File: config.mk
export PLATFORM = sky130hd
export DESIGN_NAME = linear_probe_hash_table_top
export DESIGN_NICKNAME = d
export VERILOG_FILES = /design/src/lpht_pkg.sv /design/src/linear_probe_hash_table_top.sv /design/src/lpht_datapath.sv /design/src/lpht_ctrl.sv
export SDC_FILE = /design/constraint.sdc
export NUM_CORES = 1
export LEC_CHECK = 0
export BUFFER_PORTS_ARGS = -buffer_cell sky130_fd_sc_hd__buf_2
export CAP_MARGIN = 20
export CORE_UTILIZATION = 55
export CTS_BUF_LIST = sky130_fd_sc_hd__clkbuf_8
export CTS_CLUSTER_DIAMETER = 60
export DETAILED_ROUTE_END_ITERATION = 8
export PLACE_DENSITY_LB_ADDON = 0.2
export SLEW_MARGIN = 25
export SYNTH_ARGS = -nofsm -noshare
export SYNTH_HDL_FRONTEND = slang
export SYNTH_SLANG_ARGS = --single-unit
export TNS_END_PERCENT = 10
File: constraint.sdc
create_clock -name clk -period 11.8 [get_ports clk]
set_input_delay 3.54 -clock clk [delete_from_list [all_inputs] [get_ports clk]]
set_output_delay 3.54 -clock clk [all_outputs]
set_load 0.005 [all_outputs]
File: src/lpht_pkg.sv
package lpht_pkg;

  localparam int NUM_SLOTS = 16;
  localparam int KEY_BITS = 16;
  localparam int SLOT_BITS = $clog2(NUM_SLOTS);
  localparam int COUNT_BITS = 5;
  localparam int DIV_BITS = 5;
  localparam int DIGIT_W = 4;
  localparam int DIV_STEPS = KEY_BITS / DIGIT_W;
  localparam int STEP_BITS = $clog2(DIV_STEPS);
  localparam logic [DIV_BITS-1:0] DIVISOR_RESET = 5'd13;

  localparam logic [2:0] FIN_INSERT = 3'd0;
  localparam logic [2:0] FIN_FULL = 3'd1;
  localparam logic [2:0] FIN_HIT = 3'd2;
  localparam logic [2:0] FIN_MISS_EMPTY = 3'd3;
  localparam logic [2:0] FIN_MISS_SCAN = 3'd4;

  typedef struct packed {
    logic                req_type;
    logic [KEY_BITS-1:0] key;
  } req_t;

  typedef struct packed {
    logic                  hit;
    logic [COUNT_BITS-1:0] probe_count;
    logic [SLOT_BITS-1:0]  slot_index;
    logic                  table_full;
  } rsp_t;

  typedef struct packed {
    logic       load;
    logic       div_step;
    logic       probe_init;
    logic       probe_next;
    logic       write;
    logic       finish;
    logic [2:0] fin_kind;
  } cmd_t;

  typedef struct packed {
    logic div_last;
    logic is_search;
    logic used;
    logic match;
    logic last;
  } status_t;

endpackage

File: src/linear_probe_hash_table_top.sv
// Open-addressing hash table with linear probing over 16 slots of 16-bit keys.
// A request (insert or search) is taken on a clock edge where start is high
// and busy is low; busy then stays high until the request is finished.
// The home slot is the low four bits of the key modulo the configured divisor
// (slot 0 for a divisor of zero), computed four key bits per cycle from the
// top of the key down; the probe pointer is then loaded and the slots are
// examined one table read per cycle. The reported probe_count equals the
// number of slots read, except for a search that misses after reading every
// slot, which reports 17. A new request may be started in the cycle the
// strobe is high.
// The result is shown on result for exactly one cycle with done high; the
// receiver cannot stall it and must take it then.
// The divisor register is written over cfg_valid/cfg_ready/cfg_data, and
// cfg_ready is high only while the block is idle.
// Synchronous reset empties every slot, sets the divisor to 13 and aborts
// any request in flight without producing a result.
module linear_probe_hash_table_top (
  input  logic                          clk,
  input  logic                          rst,
  input  logic                          start,
  output logic                          busy,
  input  lpht_pkg::req_t                req,
  input  logic                          cfg_valid,
  output logic                          cfg_ready,
  input  logic [lpht_pkg::DIV_BITS-1:0] cfg_data,
  output logic                          done,
  output lpht_pkg::rsp_t                result
);
  import lpht_pkg::*;

  cmd_t    cmd;
  status_t status;

  assign cfg_ready = !busy;

  lpht_ctrl u_ctrl (
    .clk    (clk),
    .rst    (rst),
    .start  (start),
    .status (status),
    .cmd    (cmd),
    .busy   (busy),
    .done   (done)
  );

  lpht_datapath u_datapath (
    .clk       (clk),
    .rst       (rst),
    .cmd       (cmd),
    .req       (req),
    .cfg_write (cfg_valid && cfg_ready),
    .cfg_data  (cfg_data),
    .status    (status),
    .result    (result)
  );

endmodule

File: src/lpht_datapath.sv
module lpht_datapath (
  input  logic                                 clk,
  input  logic                                 rst,
  input  lpht_pkg::cmd_t                       cmd,
  input  lpht_pkg::req_t                       req,
  input  logic                                 cfg_write,
  input  logic [lpht_pkg::DIV_BITS-1:0]        cfg_data,
  output lpht_pkg::status_t                    status,
  output lpht_pkg::rsp_t                       result
);
  import lpht_pkg::*;

  logic [DIV_BITS-1:0]   divisor;
  logic [NUM_SLOTS-1:0]  slot_used;
  logic [KEY_BITS-1:0]   slot_keys [NUM_SLOTS];
  logic [KEY_BITS-1:0]   slot_key;
  logic                  req_type;
  logic [KEY_BITS-1:0]   key;
  logic [KEY_BITS-1:0]   key_sh;
  logic [DIV_BITS-1:0]   rem;
  logic [DIV_BITS-1:0]   rem_next;
  logic [STEP_BITS-1:0]  step;
  logic [SLOT_BITS-1:0]  ptr;
  logic [SLOT_BITS-1:0]  ptr_next;
  logic [COUNT_BITS-1:0] count;
  logic [SLOT_BITS-1:0]  home;

  always_comb begin
    logic [DIV_BITS:0]   trial;
    logic [DIV_BITS-1:0] r;
    r = rem;
    trial = '0;
    for (int i = DIGIT_W - 1; i >= 0; i--) begin
      trial = {r, key_sh[KEY_BITS-DIGIT_W+i]};
      if (trial >= {1'b0, divisor}) begin
        r = DIV_BITS'(trial - {1'b0, divisor});
      end else begin
        r = trial[DIV_BITS-1:0];
      end
    end
    rem_next = r;
  end

  assign home = (divisor == '0) ? '0 : rem[SLOT_BITS-1:0];

  always_comb begin
    ptr_next = ptr;
    if (cmd.probe_init) begin
      ptr_next = home;
    end else if (cmd.probe_next) begin
      ptr_next = ptr + 1'b1;
    end
  end

  assign status.div_last = (step == STEP_BITS'(DIV_STEPS - 1));
  assign status.is_search = req_type;
  assign status.used = slot_used[ptr];
  assign status.match = (slot_key == key);
  assign status.last = (count == COUNT_BITS'(NUM_SLOTS));

  always_ff @(posedge clk) begin
    if (rst) begin
      divisor <= DIVISOR_RESET;
      slot_used <= '0;
    end else begin
      if (cfg_write) begin
        divisor <= cfg_data;
      end
      if (cmd.write) begin
        slot_used[ptr] <= 1'b1;
      end
    end
  end

  always_ff @(posedge clk) begin
    if (cmd.write) begin
      slot_keys[ptr] <= key;
    end
    slot_key <= slot_keys[ptr_next];
    ptr <= ptr_next;
    if (cmd.load) begin
      req_type <= req.req_type;
      key <= req.key;
      key_sh <= req.key;
      rem <= '0;
      step <= '0;
    end
    if (cmd.div_step) begin
      rem <= rem_next;
      key_sh <= key_sh << DIGIT_W;
      step <= step + 1'b1;
    end
    if (cmd.probe_init) begin
      count <= COUNT_BITS'(1);
    end
    if (cmd.probe_next) begin
      count <= count + 1'b1;
    end
    if (cmd.finish) begin
      unique case (cmd.fin_kind)
        FIN_INSERT: result <= '{hit: 1'b0, probe_count: count, slot_index: ptr,
                                table_full: 1'b0};
        FIN_FULL: result <= '{hit: 1'b0, probe_count: COUNT_BITS'(NUM_SLOTS),
                              slot_index: '0, table_full: 1'b1};
        FIN_HIT: result <= '{hit: 1'b1, probe_count: count, slot_index: ptr,
                             table_full: 1'b0};
        FIN_MISS_EMPTY: result <= '{hit: 1'b0, probe_count: count, slot_index: '0,
                                    table_full: 1'b0};
        default: result <= '{hit: 1'b0, probe_count: COUNT_BITS'(NUM_SLOTS + 1),
                             slot_index: '0, table_full: 1'b0};
      endcase
    end
  end

endmodule

File: src/lpht_ctrl.sv
module lpht_ctrl (
  input  logic              clk,
  input  logic              rst,
  input  logic              start,
  input  lpht_pkg::status_t status,
  output lpht_pkg::cmd_t    cmd,
  output logic              busy,
  output logic              done
);
  import lpht_pkg::*;

  localparam logic [1:0] S_IDLE = 2'd0;
  localparam logic [1:0] S_DIV = 2'd1;
  localparam logic [1:0] S_HOME = 2'd2;
  localparam logic [1:0] S_PROBE = 2'd3;

  logic [1:0] state;
  logic [1:0] state_next;

  always_comb begin
    cmd = '0;
    state_next = state;
    unique case (state)
      S_IDLE: begin
        if (start) begin
          cmd.load = 1'b1;
          state_next = S_DIV;
        end
      end
      S_DIV: begin
        cmd.div_step = 1'b1;
        if (status.div_last) begin
          state_next = S_HOME;
        end
      end
      S_HOME: begin
        cmd.probe_init = 1'b1;
        state_next = S_PROBE;
      end
      S_PROBE: begin
        if (!status.is_search) begin
          if (!status.used) begin
            cmd.write = 1'b1;
            cmd.finish = 1'b1;
            cmd.fin_kind = FIN_INSERT;
          end else if (status.last) begin
            cmd.finish = 1'b1;
            cmd.fin_kind = FIN_FULL;
          end else begin
            cmd.probe_next = 1'b1;
          end
        end else begin
          if (!status.used) begin
            cmd.finish = 1'b1;
            cmd.fin_kind = FIN_MISS_EMPTY;
          end else if (status.match) begin
            cmd.finish = 1'b1;
            cmd.fin_kind = FIN_HIT;
          end else if (status.last) begin
            cmd.finish = 1'b1;
            cmd.fin_kind = FIN_MISS_SCAN;
          end else begin
            cmd.probe_next = 1'b1;
          end
        end
        if (cmd.finish) begin
          state_next = S_IDLE;
        end
      end
      default: state_next = S_IDLE;
    endcase
  end

  always_ff @(posedge clk) begin
    if (rst) begin
      state <= S_IDLE;
      done <= 1'b0;
    end else begin
      state <= state_next;
      done <= cmd.finish;
    end
  end

  assign busy = (state != S_IDLE);

endmodule

# Yosys cells after proc, flatten, opt, wreduce, memory -nomap -nowiden
# Memories as Yosys holds them, arrays and structs flattened. A register that Yosys moved wholly into a read port is not among the register bits.
# Index checks and enable logic that the tools add are counted.
# Widths: inputs -> output; s select.
word_totals:
  mem_count: 1
  regBits: 84
  input_bits: 26
  ram_bits: 256
  elab_cells: 98
  out_inout_bits: 14
classes:
  n_bitwise: 1
  reduce_logical: 10
  n_lt_le_gt_ge: 6
  eq_ne: 12
  n_addsub: 7
  muxes: 45
mem_list:
  columns: ["name", "depth", "word_bits", "rd", "rd_clocked_by_memory_dff", "write_ports", "line", "text"]
  rows:
  - ["u_datapath.slot_keys", 16, 16, 1, 1, 1, "lpht_datapath.sv:15", "logic [KEY_BITS-1:0] slot_keys [NUM_SLOTS];"]
op_table:
  columns: ["cell", "count"]
  rows:
  - ["$pmux 11 s4", 1]
  - ["$mux 4", 10]
  - ["$mux 5", 8]
  - ["$mux 16", 2]
  - ["$ge 6x5->1", 4]
  - ["$sub 5x5->5", 4]
  - ["$eq 16x16->1", 1]
  - ["$or 16x16->16", 1]
  - ["$mux 1", 15]
  - ["$mux 2", 5]
  - ["$pmux 2 s4", 1]
  - ["$eq 2x2->1 const B", 3]
  - ["$eq 3x2->1 const B", 2]
  - ["$mux 6", 1]
  - ["$reduce_bool 2->1", 3]
  - ["$add 5x1->5 const B", 1]
  - ["$eq 5x5->1 const B", 1]
  - ["$logic_not 5->1", 1]
  - ["$lt 4x5->1 const B", 1]
  - ["$add 4x1->4 const B", 1]
  - ["$bmux 1 s4", 1]
  - ["$demux 1 s4", 1]
  - ["$ge 4x1->1 const B", 1]
  - ["$ne 2x2->1 const B", 2]
  - ["other kinds (9)", 10]

# Longest topological paths before layout
# Gate-level depths: netlist of the first run.
logic_depth:
  depth_word: 9
  mapped_depth: 35

# Hierarchy
# A second synthesis of the first run with hierarchy kept.
unflattened:
  cells_unflattened: 1088
  hier_area_um2: 15209.6
by_module_without_submodules:
  columns: ["mod", "cells_each", "instances", "area_per_inst_um2"]
  rows:
  - ["lpht_datapath", 1050, 1, 14875.5]
  - ["lpht_ctrl", 36, 1, 324.1]
  - ["linear_probe_hash_table_top", 2, 1, 10.0]

# Worst setup path before layout of the first run
# No wires, ideal clock.
synth_path:
  path_type: "flip-flop to flip-flop"
  start: "register u_datapath.divisor[1]"
  end: "register u_datapath.rem[1], data pin"
  slack_ns: 5.062
  period_less_slack_ns: 6.738
  setup_time_ns: 0.259
  required_time_ns: 11.541
  arrival_time_ns: 6.478
  path_stages_with_launch: 32
  path_cell_list: "dfxtp_1 > inv_1 > fa_1 > a21oi_2 > o211ai_1 > a211o_1 > mux2_2 > ha_1 > a21o_1 > a21oi_1 > nand2_1 > a211oi_4 > nor2_1 > a21oi_1 > inv_1 > ha_1 > nand2_1 > a21boi_0 > o21a_1 > o21a_1 > nor4_1 > or2_1 > buf_2 > o21ai_0 > fa_1 > a21o_1 > a21oi_1 > nand2_1 > a21oi_1 > o211ai_4 > mux2i_1 > nor2_1"
synth_via:
  elab_chain_cells: 9
  elab_cells_between_ends: 13
  cone_classes: "4 x add/sub; 4 x order compare; 5 x mux"
synth_rtl:
  columns: ["element", "line", "text"]
  rows:
  - ["start: declaration", "lpht_datapath.sv:13", "logic [DIV_BITS-1:0] divisor;"]
  - ["start signal: assignment", "lpht_datapath.sv:67", "divisor <= cfg_data;"]
  - ["$sub 5x5->5 / $ge 6x5->1 (equally long branches)", "lpht_datapath.sv:36, lpht_datapath.sv:35", null]
  - ["$mux 5", "lpht_datapath.sv:35", "if (trial >= {1'b0, divisor}) begin"]
  - ["$sub 5x5->5 / $ge 6x5->1 (equally long branches)", "lpht_datapath.sv:36, lpht_datapath.sv:35", null]
  - ["$mux 5", "lpht_datapath.sv:35", null]
  - ["$sub 5x5->5 / $ge 6x5->1 (equally long branches)", "lpht_datapath.sv:36, lpht_datapath.sv:35", null]
  - ["$mux 5", "lpht_datapath.sv:35", null]
  - ["$ge 6x5->1 / $sub 5x5->5 (equally long branches)", "lpht_datapath.sv:35, lpht_datapath.sv:36", null]
  - ["$mux 5 (*)", "lpht_datapath.sv:35", null]
  - ["$mux 5 (*)", "lpht_datapath.sv:88", "if (cmd.div_step) begin"]
  - ["end signal: assignment", "lpht_datapath.sv:89", "rem <= rem_next;"]
  - ["end: declaration", "lpht_datapath.sv:20", "logic [DIV_BITS-1:0] rem;"]
# Every way passes the cells marked *; elsewhere a longest branch is shown, timed or not.
# A chain may end at the register's enable or synchronous reset.

# Final worst setup path of the first run
layout_path:
  start: "register u_datapath.divisor[1]"
  end: "register u_datapath.rem[3], data pin"
# Same word-level chain as after synthesis.

==> results.sh, run 1 <==
export IMPL_cts_max_level=2
export IMPL_synth_edf_count=308
export IMPL_grt_pass1_wl_mm=57.3
export IMPL_p_sw_frac=0.409
export IMPL_cts_buffers=56
export IMPL_syn_inst=1282
export IMPL_timing_hold_ws_ns=0.457
export IMPL_antenna_left=0
export IMPL_via_per_inst=5.88
export IMPL_design_area_um2=17600
export IMPL_first_pass_iters=5
export IMPL_p_per_area_nw_per_um2=304
export IMPL_row_count=61
export IMPL_drive_above_1_share=0.136
export IMPL_setup_viol=0
export IMPL_outcome="complete, no violations"
export IMPL_die_y_um=172
export IMPL_synth_distinct_cells=70
export IMPL_postCtsSetupRepairBufs=0
export IMPL_cpMaxStageDelayCell="dfxtp_1"
export IMPL_worst_hold_path_type="reg -> reg"
export IMPL_clock_sinks=356
export IMPL_vdd_drop_max_v=0.000789
export IMPL_hpwl_mm=22.5
export IMPL_gp_congestion=0.835
export IMPL_p_switching_mw=2.18
export IMPL_maxCapViolations=0
export IMPL_synth_seq_cells=356
export IMPL_async_flop_share=0
export IMPL_skew_ns=0.0551
export IMPL_syn_to_final_growth_pct=10.7
export IMPL_worst_path_most_repeated_cell="a21oi_1"
export IMPL_drt_initial_drc_count=1077
export IMPL_insertion_delay_ns=0.63
export IMPL_finalCritPeriodShare=0.647
export IMPL_ctsResizeCount=0
export IMPL_p_int_mw=3.15
export IMPL_grt_max_degree=65
export IMPL_synth_area_leaders="edfxtp_1 58%, nand2_1 6.5%, dfxtp_1 6.1%, mux2i_1 4.8%, ha_1 2.4%"
export IMPL_gr_total_overflow=0
export IMPL_clock_root_buffer="clkbuf_8"
export IMPL_rsz0062_at_grt="false"
export IMPL_p_leak_nw=6.48
export IMPL_wl_per_cell_um=20.9
export IMPL_hold_viol_final=0
export IMPL_worstSetupPathType="reg -> reg"
export IMPL_worstPathMaxFanout=8
export IMPL_cp_required_ns=12.13
export IMPL_syn_avg_cell_area_um2=12.4
export IMPL_worstPathArrival_ns=7.96
export IMPL_fmax_ghz=0.131
export IMPL_drv_slew=0
export IMPL_io_buffers=39
export IMPL_ys_flop_type="edfxtp_1"
export IMPL_netlist_top_cells_count="308 x edfxtp_1, 275 x nand2_1, 76 x mux2i_1"
export IMPL_p_seq_frac=0.321
export IMPL_final_nets=1397
export IMPL_fin_cells=1762
export IMPL_core_area_um2=28100
export IMPL_syn_num_nets=1343
export IMPL_start_util=0.565
export IMPL_slowest_delay_ns=0.52
export IMPL_grt_usage=0.261
export IMPL_synth_top_area_frac=0.583
export IMPL_fin_tns_setup_ns=0
export IMPL_cts_clk_slew_worst_paths_ns=0.06
export IMPL_dp_cells=1656
export IMPL_cts_tree="built"
export IMPL_num_vias=10400
export IMPL_clockBufferDepth=3
export IMPL_io_pins=40
export IMPL_place_area_um2=16500
export IMPL_antenna_cells=0
export IMPL_maxSlewHeadroom=0.334
export IMPL_synth_most_common_cell="edfxtp_1"
export IMPL_synthesis_area_um2=15900
export IMPL_combPwrFrac=0.493
export IMPL_drc=0
export IMPL_antenna_found_initial=0
export IMPL_routed_wl_mm=36.9
export IMPL_first_global_vias=10100
export IMPL_end_kind="flip-flop"
export IMPL_post_synth_top_area_cell="edfxtp_1"
export IMPL_yosysSeqAreaShare=0.643
export IMPL_critPathLaunchType="flip-flop"
export IMPL_dieArea_um2=29500
export IMPL_pwr_share_clk=0.186
export IMPL_worstMarginPinSlew_ns=0.992
export IMPL_die_w_um=172
export IMPL_synth_warnings=0
export IMPL_period_minus_slack_ns=7.63
export IMPL_cts_hold_fix_buffers=0
-- path summary, 6_finish.rpt --
kind,endpoint,slack (ns),start,cells after the start
worst max register to register,u_datapath.rem[3],4.17,u_datapath.divisor[1],31
worst min register to register,u_datapath.key_sh[1],0.46,u_datapath.key_sh[1],2
worst max-delay path,u_datapath.rem[3],4.17,u_datapath.divisor[1],31
worst min-delay path,u_datapath.key_sh[1],0.46,u_datapath.key_sh[1],2
-- metrics by stage --
step	utilization	setup slack [ns]	total power [mW]
2_1_floorplan	-	5.06	3.79
3_3_place_gp	0.586	4.29	4.31
3_5_place_dp	0.586	4.16	4.36
4_1_cts	0.625	4.12	5.36
5_1_grt	0.625	3.38	5.69
6_report	0.625	4.17	5.33
-- registers in the layout, indices dropped and copies added (netlist names), 4 cells and up --
| signal | cells |
|---|---|
| u_datapath.result | 11 |
| u_datapath.key_sh | 16 |
| u_datapath.slot_used | 16 |
| u_datapath.count | 5 |
| u_datapath.slot_keys | 256 |
| u_datapath.slot_key | 16 |
| u_datapath.divisor | 5 |
| u_datapath.key | 16 |
| u_datapath.ptr | 4 |
| u_datapath.rem | 5 |
-- power groups by stage --
stage	clock, mW	combinational (mW)	sequential [mW]
2_1_floorplan	0	2.12	1.67
3_5_place_dp	0	2.63	1.73
4_1_cts	1.00	2.64	1.71
3_3_place_gp	0	2.58	1.73
5_1_grt	1.06	2.90	1.73
6_report	0.989	2.63	1.71
-- cells in the final DEF, fill, tap and decap left out, types with 6 or more instances in the layout --
cell type  count
a21o_1         9
a21oi_1       22
nor4_1         6
o2111ai_1      9
nand4_1       11
clkinv_1      13
a221oi_1      12
nor2_1        55
buf_4         21
mux2_2        11
ha_1          31
a32oi_1       18
o21ba_2        6
inv_1         73
xnor2_1       10
clkbuf_8      66
nor3_1         9
nand3_1       26
and2_1         6
mux2i_1       76
nand2_1      275
dfxtp_1       48
o221ai_1      18
o21ai_0       33
o22ai_1        9
a2111oi_0     10
a31oi_1       28
o211ai_1      10
xor2_1        23
buf_2         39
nor2_2        12
edfxtp_1     308
-- cell type report --
class                           instances  area (um2)
Clock buffer                           66         908
Inverter                               53         199
Multi-Input combinational cell        809        5240
Clock inverter                         40         180
Fill cell                            2253       10500
Tap cell                              378         473
Sequential cell                       356       10200
Timing Repair Buffer                   60         353
-- layer usage --
layer	wire length (um)	part of all wire	GRT usage
met5	0	0	0
met4	708	0.019	0.0777
met3	2410	0.065	0.0446
met2	18000	0.49	0.431
met1	15800	0.43	0.355
-- kinds of logic after synthesis --
kind of cell             share of synthesized area
AND/OR/NAND/NOR                              0.116
buffers and inverters                       0.0312
multiplexers                                0.0567
AO/OA/AOI/OAI                                0.105
flip-flops                                   0.643
XOR/XNOR                                    0.0182
adder cells (fa/ha/maj)                     0.0295
-- worst max-delay path, delay by kind of cell, from the launching register on --
family                     cells  cell delay [ns]
AOI/OAI and AO/OA             16             3.61
adders and majority gates      4             1.58
and+or+nand+nor                7             1.08
DFF                            1             0.52
buffers and inverters          3             0.38
muxes                          1             0.20
Note: power is estimated with default switching activity, not from simulation.
==> inputs of run 2 (changes only) <==
Settings changed: ABC_AREA set to 1.
Clock period 11.8 ns to 6.7 ns, I/O delays scaled along.
==> results.sh, run 2 <==
export IMPL_fmax_ghz=0.163
export IMPL_synth_edf_count=308
export IMPL_ys_flop_type="edfxtp_1"
export IMPL_synth_area_leaders="edfxtp_1 56%, nand3_1 9.9%, inv_1 6.7%, nand2_1 6.7%, dfxtp_1 5.8%"
export IMPL_grt_max_degree=85
export IMPL_cts_max_level=2
export IMPL_antenna_found_initial=0
export IMPL_synth_top_area_frac=0.563
export IMPL_row_count=62
export IMPL_worstPathMaxFanout=7
export IMPL_finalCritPeriodShare=0.916
export IMPL_critPathLaunchType="flip-flop"
export IMPL_gp_congestion=0.848
export IMPL_cts_hold_fix_buffers=0
export IMPL_design_area_um2=18100
export IMPL_hpwl_mm=21.6
export IMPL_worst_path_most_repeated_cell="nand2_1"
export IMPL_synth_warnings=0
export IMPL_cpMaxStageDelayCell="fa_1"
export IMPL_nFillCells=2401
export IMPL_antenna_left=0
export IMPL_worstSetupPathType="reg -> reg"
export IMPL_clockBufferDepth=3
export IMPL_grt_usage=0.257
export IMPL_largest_reg_flops=256
export IMPL_drive_above_1_share=0.103
export IMPL_cts_buffers=56
export IMPL_fin_tns_setup_ns=0
export IMPL_slowest_delay_ns=0.45
export IMPL_wl_per_cell_um=18.1
export IMPL_syn_avg_cell_area_um2=10.1
export IMPL_maxCapViolations=0
export IMPL_worstPathArrival_ns=6.46
export IMPL_skew_ns=0.0270
export IMPL_place_area_um2=17000
export IMPL_core_area_um2=29000
export IMPL_insertion_delay_ns=0.59
export IMPL_synth_most_common_cell="nand3_1"
export IMPL_drv_slew=0
export IMPL_dieArea_um2=30600
export IMPL_synth_seq_cells=356
export IMPL_final_common_cell="nand3_1"
export IMPL_outcome="complete, no violations"
export IMPL_grt_pass1_wl_mm=59.9
export IMPL_cts_clk_slew_worst_paths_ns=0.06
export IMPL_synthesis_area_um2=16400
export IMPL_clock_root_buffer="clkbuf_8"
export IMPL_first_global_vias=11100
export IMPL_cts_tree="built"
export IMPL_maxSlewHeadroom=0.324
export IMPL_top_register="u_datapath.slot_keys"
export IMPL_worstMarginPinSlew_ns=1.01
export IMPL_setup_viol=0
export IMPL_first_pass_iters=5
export IMPL_syn_num_nets=1695
export IMPL_antenna_cells=0
export IMPL_netlist_top_cells_count="325 x nand3_1, 308 x edfxtp_1, 294 x inv_1"
export IMPL_die_w_um=175
export IMPL_synth_distinct_cells=41
export IMPL_die_y_um=175
export IMPL_clock_sinks=356
export IMPL_multi_input_area_um2=4770
export IMPL_rsz0062_at_grt="false"
export IMPL_drt_initial_drc_count=1156
export IMPL_final_nets=1741
export IMPL_post_synth_top_area_cell="edfxtp_1"
export IMPL_io_pins=40
export IMPL_syn_to_final_growth_pct=9.85
export IMPL_syn_inst=1634
export IMPL_async_flop_share=0
export IMPL_io_buffers=39
export IMPL_num_vias=11400
export IMPL_gr_total_overflow=0
export IMPL_via_per_inst=5.39
export IMPL_yosysSeqAreaShare=0.621
export IMPL_seqCellArea_um2=10200
export IMPL_worst_hold_path_type="reg -> reg"
export IMPL_hold_viol_final=0
export IMPL_routed_wl_mm=38.3
export IMPL_period_minus_slack_ns=6.13
export IMPL_end_kind="flip-flop"
export IMPL_final_cell_mix="324 x nand3_1, 318 x inv_1, 308 x edfxtp_1"
export IMPL_start_util=0.566
export IMPL_drc=0
export IMPL_cp_required_ns=7.03
## run 2: metrics by stage
stage | cells | worst slack, ns | hold WS, ns | utilization
floorplan | 1634 | 0.927 | 0.441 | -
global placement | 2005 | 0.283 | 0.448 | 0.584
detailed placement | 2005 | 0.108 | 0.453 | 0.585
CTS | 2110 | 0.0544 | 0.467 | 0.622
global route | 2111 | 0.0238 | 0.483 | 0.622
finish | 2111 | 0.566 | 0.467 | 0.622
## run 2: cell families (layout without fill, tap and decap cells)
group / count (synthesis) / after routing / synth area share
AND/OR/NAND/NOR: 761 / 761 / 0.214
buffers and inverters: 377 / 470 / 0.0944
flip-flops: 356 / 356 / 0.621
AO/OA/AOI/OAI: 85 / 85 / 0.0311
adder cells (fa/ha/maj): 35 / 35 / 0.0285
XOR/XNOR: 20 / 20 / 0.0107
## run 2: path summary, 6_finish.rpt
| kind | start | end | slack, ns | cells after the start |
|---|---|---|---|---|
| min | u_datapath.slot_used[15] | u_datapath.slot_used[15] | 0.47 | 1 |
| max | u_datapath.divisor[2] | u_datapath.rem[3] | 0.57 | 34 |
| max reg2reg | u_datapath.divisor[2] | u_datapath.rem[3] | 0.57 | 34 |
| min reg2reg | u_datapath.slot_used[15] | u_datapath.slot_used[15] | 0.47 | 1 |
## run 2: routing by layer
layer / track usage / part of all wire / vias to the layer above
met5: 0 / 0 / -
met4: 0.0942 / 0.030 / 0
met3: 0.0368 / 0.064 / 83
met2: 0.427 / 0.47 / 387
met1: 0.346 / 0.43 / 5409
li1: - / - / 5507
## run 2: worst max-delay path: cells and delay by family (launching register included)
family	cells	cell delay, ns
and+or+nand+nor	14	1.67
adders and majority gates	4	1.63
buffers and inverters	6	0.65
AOI/OAI and AO/OA	10	1.60
DFF	1	0.33
## run 2: area by class of cell
| cell class | count | area share |
|---|---|---|
| sequential | 356 | 0.566 |
| multi-input combinational | 901 | 0.264 |
| timing repair buffer | 62 | 0.0204 |
| clock inverter | 38 | 0.00873 |
| clock buffer | 67 | 0.0511 |
| inverter | 303 | 0.0631 |
| tap | 384 | 0.0266 |
## run 2: timing repair
| item | CTS | global route |
|---|---|---|
| gates resized for setup | 0 | 8 |
| setup endpoints to repair | 0 | 5 |
| setup buffers | 0 | 1 |
| hold endpoints to repair | 0 | 0 |
Power of run 2 is left out: the tool's default activity adds up to more than one toggle a clock period on the data nets, which glitch-free logic cannot reach.
==> inputs of run 3 (changes only) <==
Settings changed: RECOVER_POWER set to 50.
==> results.sh, run 3 (synthesis gave the netlist of run 2 again) <==
export IMPL_final_nets=1741
export IMPL_nFillCells=2416
export IMPL_row_count=62
export IMPL_drive_above_1_share=0.0869
export IMPL_cpMaxStageDelayCell="fa_1"
export IMPL_gp_congestion=0.848
export IMPL_period_minus_slack_ns=6.15
export IMPL_hold_viol_final=0
export IMPL_worstPathMaxFanout=7
export IMPL_slowest_delay_ns=0.45
export IMPL_end_kind="flip-flop"
export IMPL_rsz0062_at_grt="false"
export IMPL_violations="max-capacitance violations, max-slew violations"
export IMPL_antenna_left=0
export IMPL_core_area_um2=29000
export IMPL_syn_to_final_growth_pct=9.47
export IMPL_r2r_start="u_datapath.divisor[2]"
export IMPL_start_util=0.566
export IMPL_die_w_um=175
export IMPL_insertion_delay_ns=0.59
export IMPL_largest_reg_flops=256
export IMPL_hold_depth=1
export IMPL_worstMarginPinSlew_ns=1.58
export IMPL_cts_tree="built"
export IMPL_first_pass_iters=5
export IMPL_io_buffers=39
export IMPL_clockBufferDepth=3
export IMPL_hpwl_mm=21.6
export IMPL_wl_per_cell_um=18.1
export IMPL_grt_max_degree=85
export IMPL_num_vias=11400
export IMPL_cts_buffers=56
export IMPL_antenna_found_initial=0
export IMPL_cp_required_ns=7.02
export IMPL_grt_usage=0.257
export IMPL_worstSetupPathType="reg -> reg"
export IMPL_cts_clk_slew_worst_paths_ns=0.06
export IMPL_drv_slew=71
export IMPL_routed_wl_mm=38.3
export IMPL_antenna_cells=0
export IMPL_first_global_vias=11100
export IMPL_outcome="finished, violations left"
export IMPL_reg2reg_slack_ns=0.55
export IMPL_reg2reg_depth=34
export IMPL_hold_end="u_datapath.slot_used[15]"
export IMPL_fmax_ghz=0.163
export IMPL_cts_max_level=2
export IMPL_io_pins=40
export IMPL_clock_root_buffer="clkbuf_8"
export IMPL_worstPathArrival_ns=6.48
export IMPL_maxSlewHeadroom=-0.0524
export IMPL_drt_initial_drc_count=1112
export IMPL_fin_tns_setup_ns=0
export IMPL_hp_start="u_datapath.slot_used[15]"
export IMPL_worst_path_most_repeated_cell="nand2_1"
export IMPL_clock_sinks=356
export IMPL_worst_hold_path_type="reg -> reg"
export IMPL_dieArea_um2=30600
export IMPL_final_common_cell="nand3_1"
export IMPL_grt_pass1_wl_mm=59.9
export IMPL_final_cell_mix="325 x nand3_1, 319 x inv_1, 308 x edfxtp_1"
export IMPL_top_register="u_datapath.slot_keys"
export IMPL_critPathLaunchType="flip-flop"
export IMPL_via_per_inst=5.39
export IMPL_finalCritPeriodShare=0.918
export IMPL_timing_rr_end="u_datapath.rem[3]"
export IMPL_drc=0
export IMPL_setup_viol=0
export IMPL_gr_total_overflow=0
export IMPL_die_y_um=175
export IMPL_maxCapViolations=4
export IMPL_skew_ns=0.0283
run 3: cell types whose count changed in the layout (fill, tap and decap cells not counted):
cell	delta
inv_1	+1
buf_2	-16
clkbuf_1	+23
and2_0	+1
nor2_1	+3
nand3_2	-1
nor2_4	-1
nand3_1	+1
and2_1	-1
inv_2	-1
buf_4	-7
nor2_2	-2
run 3: final cells by class:
cell class / instances / area, um2 / area share
Clock buffer: 67 / 922 / 0.0513
Clock inverter: 38 / 158 / 0.00876
Inverter: 303 / 1140 / 0.0634
Multi-Input combinational cell: 901 / 4750 / 0.264
Sequential cell: 356 / 10200 / 0.568
Tap cell: 384 / 480 / 0.0267
Timing Repair Buffer: 62 / 322 / 0.0179
run 3: metal layers:
metal,global-route usage,vias up,share of wire
li1,-,5510,-
met1,0.346,5402,0.43
met2,0.427,385,0.47
met3,0.0368,85,0.066
met4,0.0942,0,0.030
met5,0,-,0
run 3: per-stage QoR:
stage	util	instance area (um2)	worst slack, ns	hold WS, ns	instances
2_1_floorplan	-	16400	0.927	0.441	1634
3_3_place_gp	0.584	17000	0.283	0.448	2005
3_5_place_dp	0.585	17000	0.108	0.453	2005
4_1_cts	0.622	18000	0.0544	0.467	2110
5_1_grt	0.620	18000	0.0238	0.483	2111
6_report	0.620	18000	0.548	0.466	2111
run 3: repair_timing:
action                     4_1_cts  5_1_grt
setup endpoints to repair        0        5
setup buffers                    0        1
resized for setup                0        8
hold buffers                     0        0
run 3: worst max-delay path, delay by kind of cell, from the launching register on:
kind / cells / cell delay, ns
buf+inv: 6 / 0.66
simple gates: 14 / 1.68
compound gates: 10 / 1.60
flops: 1 / 0.33
fa+ha+maj: 4 / 1.63
run 3: worst max path at each step:
stage | startpoint | end | slack (ns) | depth (start not counted)
6_report | u_datapath.divisor[2] | u_datapath.rem[3] | 0.55 | 34
3_3_place_gp | u_datapath.divisor[1] | u_datapath.rem[4] | 0.28 | 33
4_1_cts | u_datapath.divisor[1] | u_datapath.rem[1] | 0.05 | 33
2_1_floorplan | u_datapath.divisor[1] | u_datapath.rem[4] | 0.93 | 31
3_5_place_dp | u_datapath.divisor[1] | u_datapath.rem[1] | 0.11 | 33
5_1_grt | u_datapath.divisor[2] | u_datapath.rem[4] | 0.02 | 34
Power of run 3 is left out for the same reason.
